<file path="config.mk">
export PLATFORM = sky130hd
export DESIGN_NAME = length_prefixed_frame_deframer_flat
export DESIGN_NICKNAME = d
export VERILOG_FILES = /design/src/hdl/lpfd_pkg.sv /design/src/hdl/lpfd_req_if.sv /design/src/hdl/lpfd_rsp_if.sv /design/src/hdl/length_prefixed_frame_deframer.sv /design/src/hdl/lpfd_csr.sv /design/src/hdl/lpfd_parser.sv /design/src/flat_wrapper.sv
export SDC_FILE = /design/constraint.sdc
export NUM_CORES = 1
export LEC_CHECK = 0
export BUFFER_PORTS_ARGS = -buffer_cell sky130_fd_sc_hd__buf_4
export CAP_MARGIN = 40
export CORE_MARGIN = 4
export CORE_UTILIZATION = 59
export CTS_CLUSTER_SIZE = 8
export DETAILED_ROUTE_END_ITERATION = 7
export GPL_ROUTABILITY_DRIVEN = 0
export GPL_TIMING_DRIVEN = 0
export MAX_ROUTING_LAYER = met4
export PLACE_DENSITY = 0.9
export SLEW_MARGIN = 20
export SYNTH_ARGS = -nofsm -noshare
export SYNTH_HDL_FRONTEND = slang
export SYNTH_SLANG_ARGS = --single-unit
</file>
<file path="constraint.sdc">
create_clock -name clock -period 2.8 [get_ports clock]
set_clock_uncertainty 0.05 [all_clocks]
set_input_delay 0 -clock clock [delete_from_list [all_inputs] [get_ports clock]]
set_output_delay 0 -clock clock [all_outputs]
set_load 0.05 [all_outputs]
</file>
<file path="src/hdl/lpfd_pkg.sv">
package lpfd_pkg;

   localparam int BYTE_W   = 8;
   localparam int LENGTH_W = 16;
   localparam int STATUS_W = 2;
   localparam int CSR_INDEX_W = 2;
   localparam int CSR_DATA_W  = 16;

   localparam logic [STATUS_W-1:0] STATUS_FORWARD   = 2'd0;
   localparam logic [STATUS_W-1:0] STATUS_BAD_START = 2'd1;
   localparam logic [STATUS_W-1:0] STATUS_TOO_LONG  = 2'd2;

   localparam logic [CSR_INDEX_W-1:0] CSR_START_BYTE      = 2'd0;
   localparam logic [CSR_INDEX_W-1:0] CSR_DATA_TYPE       = 2'd1;
   localparam logic [CSR_INDEX_W-1:0] CSR_MAX_BODY_LENGTH = 2'd2;

   localparam logic [BYTE_W-1:0]   START_BYTE_RESET      = 8'h54;
   localparam logic [BYTE_W-1:0]   DATA_TYPE_RESET       = 8'h55;
   localparam logic [LENGTH_W-1:0] MAX_BODY_LENGTH_RESET = 16'd10240;

   typedef struct packed {
      logic [BYTE_W-1:0]   start_byte;
      logic [BYTE_W-1:0]   data_type;
      logic [LENGTH_W-1:0] max_body_length;
   } cfg_type;

   typedef struct packed {
      logic [STATUS_W-1:0] status;
      logic [BYTE_W-1:0]   out_byte;
      logic                last_of_frame;
   } result_type;

endpackage

</file>
<file path="src/hdl/lpfd_req_if.sv">
interface lpfd_req_if;

   logic                      valid;
   logic                      ready;
   logic [lpfd_pkg::BYTE_W-1:0] in_byte;

   modport source (output valid, output in_byte, input ready);
   modport sink   (input valid, input in_byte, output ready);

endinterface

</file>
<file path="src/hdl/lpfd_rsp_if.sv">
interface lpfd_rsp_if;

   logic                          valid;
   logic                          ready;
   logic [lpfd_pkg::STATUS_W-1:0] status;
   logic [lpfd_pkg::BYTE_W-1:0]   out_byte;
   logic                          last_of_frame;

   modport source (output valid, output status, output out_byte, output last_of_frame,
                   input ready);
   modport sink   (input valid, input status, input out_byte, input last_of_frame,
                   output ready);

endinterface

</file>
<file path="src/hdl/length_prefixed_frame_deframer.sv">
// Channel   Direction  Handshake     Payload
// req_if    in         valid/ready   in_byte[7:0]
// rsp_if    out        valid/ready   status[1:0], out_byte[7:0], last_of_frame
// csr_*     in         write enable  csr_index[1:0], csr_write_data[15:0]
//
// One byte per cycle unless rsp_if stalls; a byte's result, if any, is registered for rsp_if.
// Rate is set by the single parse step between the input register and the result register.
// Reset is synchronous and returns the parser to hunting for a start byte.
// A stalled result holds the input register; the input still takes a byte in the cycle
// the result is taken.
module length_prefixed_frame_deframer (
   input  logic                              clock,
   input  logic                              reset,
   lpfd_req_if.sink                          req_if,
   lpfd_rsp_if.source                        rsp_if,
   input  logic                              csr_write_enable,
   input  logic [lpfd_pkg::CSR_INDEX_W-1:0]  csr_index,
   input  logic [lpfd_pkg::CSR_DATA_W-1:0]   csr_write_data
);

   lpfd_pkg::cfg_type             cfg;
   logic                          in_valid_ff;
   logic [lpfd_pkg::BYTE_W-1:0]   in_byte_ff;
   logic                          out_valid_ff, out_valid_in;
   lpfd_pkg::result_type          out_ff;
   logic                          out_free;
   logic                          advance;
   logic                          result_valid;
   lpfd_pkg::result_type          result;

   lpfd_csr u_csr (
      .clock            (clock),
      .reset            (reset),
      .csr_write_enable (csr_write_enable),
      .csr_index        (csr_index),
      .csr_write_data   (csr_write_data),
      .cfg              (cfg)
   );

   lpfd_parser u_parser (
      .clock        (clock),
      .reset        (reset),
      .cfg          (cfg),
      .advance      (advance),
      .in_byte      (in_byte_ff),
      .result_valid (result_valid),
      .result       (result)
   );

   assign out_free     = !out_valid_ff || rsp_if.ready;
   assign advance      = in_valid_ff && out_free;
   assign req_if.ready = !in_valid_ff || advance;
   assign out_valid_in = advance && result_valid;

   always_ff @(posedge clock) begin
      if (reset) begin
         in_valid_ff <= 1'b0;
      end else if (req_if.ready) begin
         in_valid_ff <= req_if.valid;
      end
   end

   always_ff @(posedge clock) begin
      if (req_if.ready && req_if.valid) begin
         in_byte_ff <= req_if.in_byte;
      end
   end

   always_ff @(posedge clock) begin
      if (reset) begin
         out_valid_ff <= 1'b0;
      end else if (out_free) begin
         out_valid_ff <= out_valid_in;
      end
   end

   always_ff @(posedge clock) begin
      if (out_free && out_valid_in) begin
         out_ff <= result;
      end
   end

   assign rsp_if.valid         = out_valid_ff;
   assign rsp_if.status        = out_ff.status;
   assign rsp_if.out_byte      = out_ff.out_byte;
   assign rsp_if.last_of_frame = out_ff.last_of_frame;

endmodule

</file>
<file path="src/hdl/lpfd_csr.sv">
module lpfd_csr (
   input  logic                                clock,
   input  logic                                reset,
   input  logic                                csr_write_enable,
   input  logic [lpfd_pkg::CSR_INDEX_W-1:0]    csr_index,
   input  logic [lpfd_pkg::CSR_DATA_W-1:0]     csr_write_data,
   output lpfd_pkg::cfg_type                   cfg
);

   lpfd_pkg::cfg_type cfg_ff;

   always_ff @(posedge clock) begin
      if (reset) begin
         cfg_ff.start_byte      <= lpfd_pkg::START_BYTE_RESET;
         cfg_ff.data_type       <= lpfd_pkg::DATA_TYPE_RESET;
         cfg_ff.max_body_length <= lpfd_pkg::MAX_BODY_LENGTH_RESET;
      end else if (csr_write_enable) begin
         unique case (csr_index)
            lpfd_pkg::CSR_START_BYTE: begin
               cfg_ff.start_byte <= csr_write_data[lpfd_pkg::BYTE_W-1:0];
            end
            lpfd_pkg::CSR_DATA_TYPE: begin
               cfg_ff.data_type <= csr_write_data[lpfd_pkg::BYTE_W-1:0];
            end
            lpfd_pkg::CSR_MAX_BODY_LENGTH: begin
               cfg_ff.max_body_length <= csr_write_data[lpfd_pkg::LENGTH_W-1:0];
            end
            default: begin
            end
         endcase
      end
   end

   assign cfg = cfg_ff;

endmodule

</file>
<file path="src/hdl/lpfd_parser.sv">
module lpfd_parser (
   input  logic                          clock,
   input  logic                          reset,
   input  lpfd_pkg::cfg_type             cfg,
   input  logic                          advance,
   input  logic [lpfd_pkg::BYTE_W-1:0]   in_byte,
   output logic                          result_valid,
   output lpfd_pkg::result_type          result
);

   typedef enum logic [2:0] {
      POS_START  = 3'd0,
      POS_TYPE   = 3'd1,
      POS_LEN_LO = 3'd2,
      POS_LEN_HI = 3'd3,
      POS_BODY   = 3'd4
   } pos_type;

   pos_type                         pos_ff, pos_in;
   logic                            start_matched_ff, start_matched_in;
   logic [lpfd_pkg::BYTE_W-1:0]     frame_type_ff, frame_type_in;
   logic [lpfd_pkg::BYTE_W-1:0]     length_low_ff, length_low_in;
   logic [lpfd_pkg::LENGTH_W-1:0]   remaining_ff, remaining_in;
   logic [lpfd_pkg::LENGTH_W-1:0]   length;

   assign length = {in_byte, length_low_ff};

   always_comb begin
      pos_in           = pos_ff;
      start_matched_in = start_matched_ff;
      frame_type_in    = frame_type_ff;
      length_low_in    = length_low_ff;
      remaining_in     = remaining_ff;
      result_valid     = 1'b0;
      result           = '0;
      unique case (pos_ff)
         POS_START: begin
            start_matched_in = (in_byte == cfg.start_byte);
            pos_in           = POS_TYPE;
         end
         POS_TYPE: begin
            frame_type_in = in_byte;
            pos_in        = POS_LEN_LO;
         end
         POS_LEN_LO: begin
            length_low_in = in_byte;
            pos_in        = POS_LEN_HI;
         end
         POS_LEN_HI: begin
            pos_in = POS_START;
            if (!start_matched_ff) begin
               result_valid  = 1'b1;
               result.status = lpfd_pkg::STATUS_BAD_START;
            end else if (length > cfg.max_body_length) begin
               result_valid  = 1'b1;
               result.status = lpfd_pkg::STATUS_TOO_LONG;
            end else if (length != '0) begin
               remaining_in = length;
               pos_in       = POS_BODY;
            end
         end
         default: begin
            if (remaining_ff == '0) begin
               pos_in = POS_START;
            end else begin
               remaining_in = remaining_ff - lpfd_pkg::LENGTH_W'(1);
               if (remaining_ff == lpfd_pkg::LENGTH_W'(1)) begin
                  pos_in = POS_START;
               end
               if (frame_type_ff == cfg.data_type) begin
                  result_valid         = 1'b1;
                  result.status        = lpfd_pkg::STATUS_FORWARD;
                  result.out_byte      = in_byte;
                  result.last_of_frame = (remaining_ff == lpfd_pkg::LENGTH_W'(1));
               end
            end
         end
      endcase
   end

   always_ff @(posedge clock) begin
      if (reset) begin
         pos_ff           <= POS_START;
         start_matched_ff <= 1'b0;
         frame_type_ff    <= '0;
         length_low_ff    <= '0;
         remaining_ff     <= '0;
      end else if (advance) begin
         pos_ff           <= pos_in;
         start_matched_ff <= start_matched_in;
         frame_type_ff    <= frame_type_in;
         length_low_ff    <= length_low_in;
         remaining_ff     <= remaining_in;
      end
   end

endmodule
</file>
<file path="src/flat_wrapper.sv">
// flat-port wrapper written by rule: the top's interface ports become plain ports
module length_prefixed_frame_deframer_flat 
  (clock, reset, csr_write_enable, csr_index, csr_write_data, req_if_valid, req_if_in_byte, req_if_ready, rsp_if_valid, rsp_if_status, rsp_if_out_byte, rsp_if_last_of_frame, rsp_if_ready);
  lpfd_req_if req_if_i ();
  lpfd_rsp_if rsp_if_i ();
  input  logic clock;
  input  logic reset;
  input  logic csr_write_enable;
  input  logic [lpfd_pkg::CSR_INDEX_W-1:0] csr_index;
  input  logic [lpfd_pkg::CSR_DATA_W-1:0] csr_write_data;
  input wire logic [$bits(req_if_i.valid)-1:0] req_if_valid;
  input wire logic [$bits(req_if_i.in_byte)-1:0] req_if_in_byte;
  output wire logic [$bits(req_if_i.ready)-1:0] req_if_ready;
  output wire logic [$bits(rsp_if_i.valid)-1:0] rsp_if_valid;
  output wire logic [$bits(rsp_if_i.status)-1:0] rsp_if_status;
  output wire logic [$bits(rsp_if_i.out_byte)-1:0] rsp_if_out_byte;
  output wire logic [$bits(rsp_if_i.last_of_frame)-1:0] rsp_if_last_of_frame;
  input wire logic [$bits(rsp_if_i.ready)-1:0] rsp_if_ready;
  assign req_if_i.valid = req_if_valid;
  assign req_if_i.in_byte = req_if_in_byte;
  assign req_if_ready = req_if_i.ready;
  assign rsp_if_valid = rsp_if_i.valid;
  assign rsp_if_status = rsp_if_i.status;
  assign rsp_if_out_byte = rsp_if_i.out_byte;
  assign rsp_if_last_of_frame = rsp_if_i.last_of_frame;
  assign rsp_if_i.ready = rsp_if_ready;
  length_prefixed_frame_deframer u_core (.clock(clock), .reset(reset), .req_if(req_if_i), .rsp_if(rsp_if_i), .csr_write_enable(csr_write_enable), .csr_index(csr_index), .csr_write_data(csr_write_data));
endmodule
</file>
==> key figures, run 1 <==
Outcome
  – Status: complete, no violations

Yosys
  – #FFs+latches synth: 89
  – Post-Synth Simple-Gate Area: 20.81%
  – Ys flop type: dfxtp_1
  – Post-synth ARST share: 0%
  – Distinct cells, synth: 60
  – Xor-xnor portion of the synthesized cell area: 3.096%
  – Post-synthesis sequential area ratio: 43.56%
  – Mapped Cells: 499
  – Mux share of post-synthesis cell area: 5.998%
  – Post-synth EDFFs: 19
  – Adder-Cell Fraction of Synth Area: 4.975%
  – Ys Warns: 0
  – Avg Inst Size Synth: 9.072 um2
  – Top cells by area, synth: dfxtp_1 (31%), edfxtp_1 (13%), mux2i_1 (5.7%), nand2_1 (5.6%), ha_1 (5.0%)
  – Synth Cell Area: 4527 um2
  – Compound-cell area share of the yosys netlist: 16.36%
  – Share of the synthesized area in the top cell type: 30.96%
  – Most frequent cells after synthesis: dfxtp_1 (70), nand2_1 (68), a21oi_1 (42)
  – Cell accounting for the most synthesized area: dfxtp_1
  – Main combinational cell family by area after synthesis: simple AND/OR/NAND/NOR gates
  – Most frequent cell after synthesis: dfxtp_1
  – Syn Nets: 548

Power and ir drop
  – Worst VDD drop: 321.5 uV
  – Power Dens Cells: 448.0 nW/um2
  – Lkg Pwr: 2.253 nW
  – Overall Power: 2.494 mW

Floorplanning
  – Row count: 31
  – IO Pins: 44
  – Die Ht: 95.60 um
  – CORE AREA: 7370 um2
  – Initial Utilization: 61.43%
  – Die X: 95.60 um
  – Die Area: 9138 um2

STA
  – Max_slew headroom: 40.64%
  – Final period util: 98.14%
  – Worst Tran Pin Value: 882.3 ps
  – Slack of the critical path: 52.07 ps
  – Final Hold Viols: 0
  – Highest clock rate: 0.3639 GHz
  – Post-layout minimum cycle time: 2748 ps
  – Final Max Tran Viols: 0
  – Final Setup Violations: 0

Hold path
  – Hold path cells: 3
  – Hold endpoint: u_core.rsp_if.valid
  – Worst min-delay path class: input pin to flip-flop
  – Min-delay src: rsp_if_ready

Route
  – Detailed Routing Iterations Pass 1: 5
  – Iter 0 DRT Violations: 504
  – Antenna Violating Nets Remaining: 0
  – Vias: 4,437
  – Overall routed net length: 13,950 um
  – DRC Markers: 0
  – Drt via density: 6.384
  – Wire per inst: 20.08 um

Setup path
  – Worst Path Required: 2990 ps
  – Worst reg-to-reg setup slack: 50 ps
  – R2R Path Start: u_core.in_byte_ff[1]
  – R2R Path End: u_core.u_parser.remaining_ff[4]
  – Critical Path Fanout Max: 10
  – CP endpoint kind: flip-flop
  – Worst reg2reg path depth: 9
  – CP startpoint kind: flip-flop
  – Setup CP Type: flip-flop to flip-flop
  – Worst Path Arrival: 2940 ps

Clock tree
  – Root Driver: clkbuf_8
  – Htree depth: 3
  – Clock sinks: 89
  – CTS tree: built
  – Total CTS buffers: 9
  – Clock buffer depth: 2
  – Worst-path clk slew: 100 ps
  – Worst-skew pair later-pin latency: 370 ps

Layout
  – Fin nets: 640
  – Post-route insts no fill: 695
  – Area growth from synthesis to layout: 22.97%
  – Share of post-route cells with drive strength above 1: 17.45%
  – # diodes: 0

Placed design
  – Detailed Place HPWL: 8564 um
  – IO Port Bufs: 42
  – Setup slack after placement: -125.1 ps
  – Post-placement cell count: 641

Global route
  – Number of global-route vias before repair: 4,311
  – Initial antenna violation count: 0
  – GRT Util Overall: 32.45%
  – Grt total ovfl: 0
  – Pin count of the biggest net entering global routing: 16
  – First-pass GRT wire length: 21,750 um

Job
  – Number of max-cap violations: 0
state kept, by name, indices dropped and copies added, names as in the netlist, 2 cells and up:
register,count
u_core.in_byte_ff,8
u_core.rsp_if.out_byte,8
u_core.rsp_if.status,2
u_core.u_csr.cfg,32
u_core.u_parser.frame_type_ff,8
u_core.u_parser.length_low_ff,8
u_core.u_parser.pos_ff,3
u_core.u_parser.remaining_ff,16
worst max path at each step:
stage,startpoint,endpoint,depth (start not counted)
6_report,u_core.in_byte_ff[1],u_core.u_parser.remaining_ff[4],9
5_1_grt,u_core.in_byte_ff[6],u_core.u_parser.remaining_ff[13],9
4_1_cts,u_core.in_byte_ff[7],u_core.rsp_if.out_byte[2],7
3_5_place_dp,u_core.in_byte_ff[3],u_core.rsp_if.status[0],8
3_3_place_gp,u_core.in_byte_ff[3],u_core.rsp_if.out_byte[1],7
2_1_floorplan,u_core.in_byte_ff[7],u_core.rsp_if.last_of_frame,7
worst max-delay path: stages (launching register included):
cell and delay [ps]:
edfxtp_1 510, ha_1 360, nand4_1 90, buf_4 160, buf_4 130, nor4_1 350
a31oi_2 220, buf_2 250, a221oi_1 370, o32ai_1 120
cell usage in the layout, fill, tap and decap left out, types with 8 or more instances in the layout:
| cell | n |
|---|---|
| dfxtp_1 | 70 |
| nand2_1 | 68 |
| buf_4 | 55 |
| a21oi_1 | 42 |
| nor2_1 | 39 |
| inv_1 | 26 |
| mux2i_1 | 26 |
| dlygate4sd3_1 | 26 |
| edfxtp_1 | 19 |
| clkbuf_1 | 18 |
| ha_1 | 17 |
| nor4_1 | 14 |
| nand3_1 | 13 |
| xor2_1 | 12 |
| and2_1 | 10 |
| nor3_1 | 9 |
| clkbuf_8 | 9 |
| a211oi_1 | 8 |
layout make-up:
type / instances / area [um2]
well taps: 99 / 123.9
clock buffers: 9 / 123.9
flip-flops and latches: 89 / 1972
repair buffers: 82 / 678.2
clock inverters: 7 / 45.04
inverters: 28 / 107.6
multi-input cells: 355 / 2394
fillers: 491 / 1803
plain buffers: 26 / 122.6
cells by family after synthesis:
group | Yosys count
XOR/XNOR | 16
buffers and inverters | 55
AND/OR/NAND/NOR | 188
adder cells (fa/ha/maj) | 18
multiplexers | 27
AO/OA/AOI/OAI | 106
flip-flops | 89
through the flow:
stage | hold WS [ps] | TNS (ps) | instance area [um2] | util [%]
6_report | 29.99 | 0 | 5567 | 75.53
5_1_grt | 19.11 | -34.70 | 5567 | 75.53
4_1_cts | 17.84 | -29.14 | 5468 | 74.19
3_5_place_dp | 129.8 | -1799 | 4970 | 67.44
3_3_place_gp | 128.9 | -4757 | 4966 | 67.39
2_1_floorplan | 48.87 | 0 | 4527 | -
layer usage:
metal | wire length, um | global-route usage [%] | part of all wire (%)
met4 | 950 | 16.82 | 6.8
met1 | 4892 | 36.32 | 35
met3 | 1565 | 10.18 | 11
met5 | 0 | - | 0
met2 | 6545 | 51.88 | 47
where the power goes:
| part | internal [mW] | total, mW | switching, mW |
|---|---|---|---|
| clock network | 0.321 | 0.807 | 0.486 |
| registers | 1.34 | 1.37 | 0.0345 |
| logic | 0.139 | 0.314 | 0.175 |
| total | 1.80 | 2.49 | 0.695 |
repair_timing:
item,4_1_cts,5_1_grt
hold buffers,26,0
endpoints found under the hold margin,41,0
gates resized for setup,2,11
setup endpoints to repair,21,24
pin swaps,0,5
cloned,0,0
buffers inserted,8,5
Note: power is estimated with default switching activity, not from simulation.
==> run 2: changes to the inputs <==
REMOVE_ABC_BUFFERS = 1   (was default)
==> run 2 against run 1 <==
  * The run now ends with DRC, setup timing left
  * Cell count is 2.2% lower
  * Hold slack worse by 24 ps
  * Core utilization grew 0.83 points
  * Non-clock buffer count is 15 lower
  * Count of clock-buffer cells in the layout increased by 1
  * Combinational power shrank 2%
  * First-iteration DRC count is 11% lower
  * Maximum frequency is 2.0% lower
  * Flip-flop and latch count unchanged
  * Global-route usage decreased by 1.9 points
  * Largest cell class unchanged
  * Highest routed layer unchanged
==> key figures, run 2 (synthesis results as in run 1) <==
Placed design
  – DP Area: 4877 um2 (-1.9%)
  – Detailed Place HPWL: 7739 um (-9.6%)
  – Post-placement cell count: 616 (-3.9%)
  – IO Port Bufs: 43 (+2.4%)

STA
  – Setup TNS: -9.338 ps (-9.338 ps)
  – Max_slew headroom: 46.79% (+6.2 points)
  – Final Hold Viols: 0 (unchanged)
  – Final Max Tran Viols: 0 (unchanged)
  – Post-layout minimum cycle time: 2805 ps (+57.42 ps)
  – Worst Tran Pin Value: 790.8 ps (-91.46 ps)
  – Final period util: 100.2% (+2.1 points)
  – Highest clock rate: 0.3565 GHz (-2.0%)
  – Final Setup Violations: 4 (+4)
  – Slack of the critical path: -5.342 ps (-57.42 ps)

Clock tree
  – Root Driver: clkbuf_8
  – CTS tree: built
  – Clock buffer depth: 2 (unchanged)
  – Worst-skew pair later-pin latency: 370 ps (about the same)
  – Clock sinks: 89 (unchanged)
  – Total CTS buffers: 9 (unchanged)
  – Worst-path clk slew: 100 ps (about the same)
  – Htree depth: 3 (unchanged)

Power and ir drop
  – Lkg Pwr: 2.295 nW (+1.9%)
  – Switching Share: 27.62% (-0.26 points)
  – Worst VDD drop: 335.6 uV (+4.4%)
  – Clock power share: 36.8% (+4.5 points)
  – Combinational Power Share: 11.4% (-1.2 points)
  – Power Dens Cells: 476.7 nW/um2 (+6.4%)
  – Internal: 1.942 mW (+8.0%)
  – Sw power: 741.0 uW (+6.5%)
  – Overall Power: 2.683 mW (+7.6%)
  – Power share of the sequential group: 51.7% (-3.4 points)

Route
  – Antenna Violating Nets Remaining: 0 (unchanged)
  – Vias: 4,304 (-3.0%)
  – DRC Markers: 20 (+20)
  – Detailed Routing Iterations Pass 1: 8 (+3)
  – Wire per inst: 19.91 um (-0.86%)
  – Overall routed net length: 13,540 um (-3.0%)
  – Drt via density: 6.329 (-0.86%)
  – Iter 0 DRT Violations: 447 (-11%)

Outcome
  – Failing checks: DRC, setup timing
  – Status: finished with violations

Setup path
  – Worst path bufs/invs: 2 (-1)
  – Worst Path Arrival: 3080 ps (+140 ps)
  – CP startpoint kind: flip-flop
  – Max stage delay on crit path: 630 ps (+120 ps)
  – CP endpoint kind: flip-flop
  – Setup CP Type: flip-flop to flip-flop
  – Critical Path Fanout Max: 14 (+4)
  – Crit-path slowest cell: edfxtp_1
  – Worst Path Required: 3070 ps (+80 ps)
  – Crit-path cells: ha_1 > nand4_1 > buf_4 > buf_4 > a2111oi_4 > nor4_4 > o21ai_4 > o221a_2
  – Most common cell on crit path: buf_4
  – CP top delay family: compound AO/OA/AOI/OAI gates

Floorplanning
  – Die Ht: 95.60 um (unchanged)
  – Row count: 31 (unchanged)
  – CORE AREA: 7370 um2 (unchanged)
  – Die Area: 9138 um2 (unchanged)
  – Initial Utilization: 61.43% (unchanged)
  – IO Pins: 44 (unchanged)
  – Die X: 95.60 um (unchanged)

Layout
  – Post-layout util: 76.37% (+0.83 points)
  – Leading cell type in the layout, fill and taps excluded: dfxtp_1
  – # diodes: 0 (unchanged)
  – Max reg flops: 32 (unchanged)
  – Fin area: 5628 um2 (+1.1%)
  – Commonest cells after routing, fill and taps aside: dfxtp_1 (70), nand2_1 (68), buf_4 (64)
  – Share of post-route cells with drive strength above 1: 19.28% (+1.8 points)
  – Post-route insts no fill: 680 (-2.2%)
  – Fillers: 476 (-3.1%)
  – Fin nets: 625 (-2.3%)
  – Area growth from synthesis to layout: 24.32%

Hold path
  – Worst min-delay path class: input pin to flip-flop

Job
  – Number of max-cap violations: 0 (unchanged)

Global route
  – Grt total ovfl: 0 (unchanged)
  – Number of global-route vias before repair: 4,207 (-2.4%)
  – GRT Util Overall: 30.57% (-1.9 points)
  – Initial antenna violation count: 0 (unchanged)
  – First-pass GRT wire length: 20,760 um (-4.6%)
  – Pin count of the biggest net entering global routing: 56 (+40)
## run 2: cell types whose count changed in the layout (fill, tap and decap cells not counted), sizes merged
cell and change:
buf +2, clkinv -2, clkinvlp -3, inv +3, clkbuf -17, bufinv +1
dlygate4sd3 +1
## run 2: final timing paths
path	startpoint	to	slack, ps	cells after the start
min	rsp_if_ready	u_core.rsp_if.valid	6	3
max	u_core.in_byte_ff[0]	u_core.u_parser.remaining_ff[14]	-5	8
max reg2reg	u_core.in_byte_ff[0]	u_core.u_parser.remaining_ff[14]	-5	8
min reg2reg	u_core.u_csr.cfg[3]	u_core.u_csr.cfg[3]	410	2
## run 2: area by class of cell
type / instances / area (um2) / area share, %
multi-input combinational: 355 / 2435 / 43.26
clock inverter: 6 / 81.33 / 1.445
timing repair buffer: 93 / 770.7 / 13.69
clock buffer: 10 / 137.6 / 2.446
inverter: 28 / 107.6 / 1.912
sequential: 89 / 1972 / 35.04
tap: 99 / 123.9 / 2.201
## run 2: per-stage QoR
step           hold WS (ps)  setup WS (ps)
6_report              5.750         -5.342
5_1_grt               17.38         -17.31
4_1_cts               1.048          12.88
3_5_place_dp          129.5         -403.7
3_3_place_gp          129.0         -726.9
2_1_floorplan         19.07          137.6
## run 2: routing by layer
metal / global-route usage [%] / vias to the layer above / part of all wire [%]
li1: - / 1964 / -
met1: 34.04 / 1991 / 37
met2: 50.84 / 266 / 48
met3: 7.024 / 83 / 9.1
met4: 16.11 / 0 / 5.4
met5: - / - / 0
## run 2: power groups by stage
stage | registers (mW) | logic [mW] | clock network, mW
2_1_floorplan | 1.40 | 0.125 | 0
3_3_place_gp | 1.42 | 0.194 | 0
3_5_place_dp | 1.42 | 0.207 | 0
4_1_cts | 1.38 | 0.279 | 0.973
5_1_grt | 1.39 | 0.328 | 1.04
6_report | 1.39 | 0.307 | 0.988
## run 2: timing repair
action / 4_1_cts / 5_1_grt
endpoints found under the setup margin: 29 / 25
pin swaps: 2 / 4
gates resized for setup: 13 / 2
hold endpoints to repair: 41 / 0
hold buffers: 27 / 0
setup buffers: 10 / 11
gates cloned: 0 / 0
## run 2: tightest hold or removal path, delay by kind of cell
family                 cells  cell delay (ps)
AND/OR/NAND/NOR            1               50
buffers and inverters      1               80
AO/OA/AOI/OAI              1              260
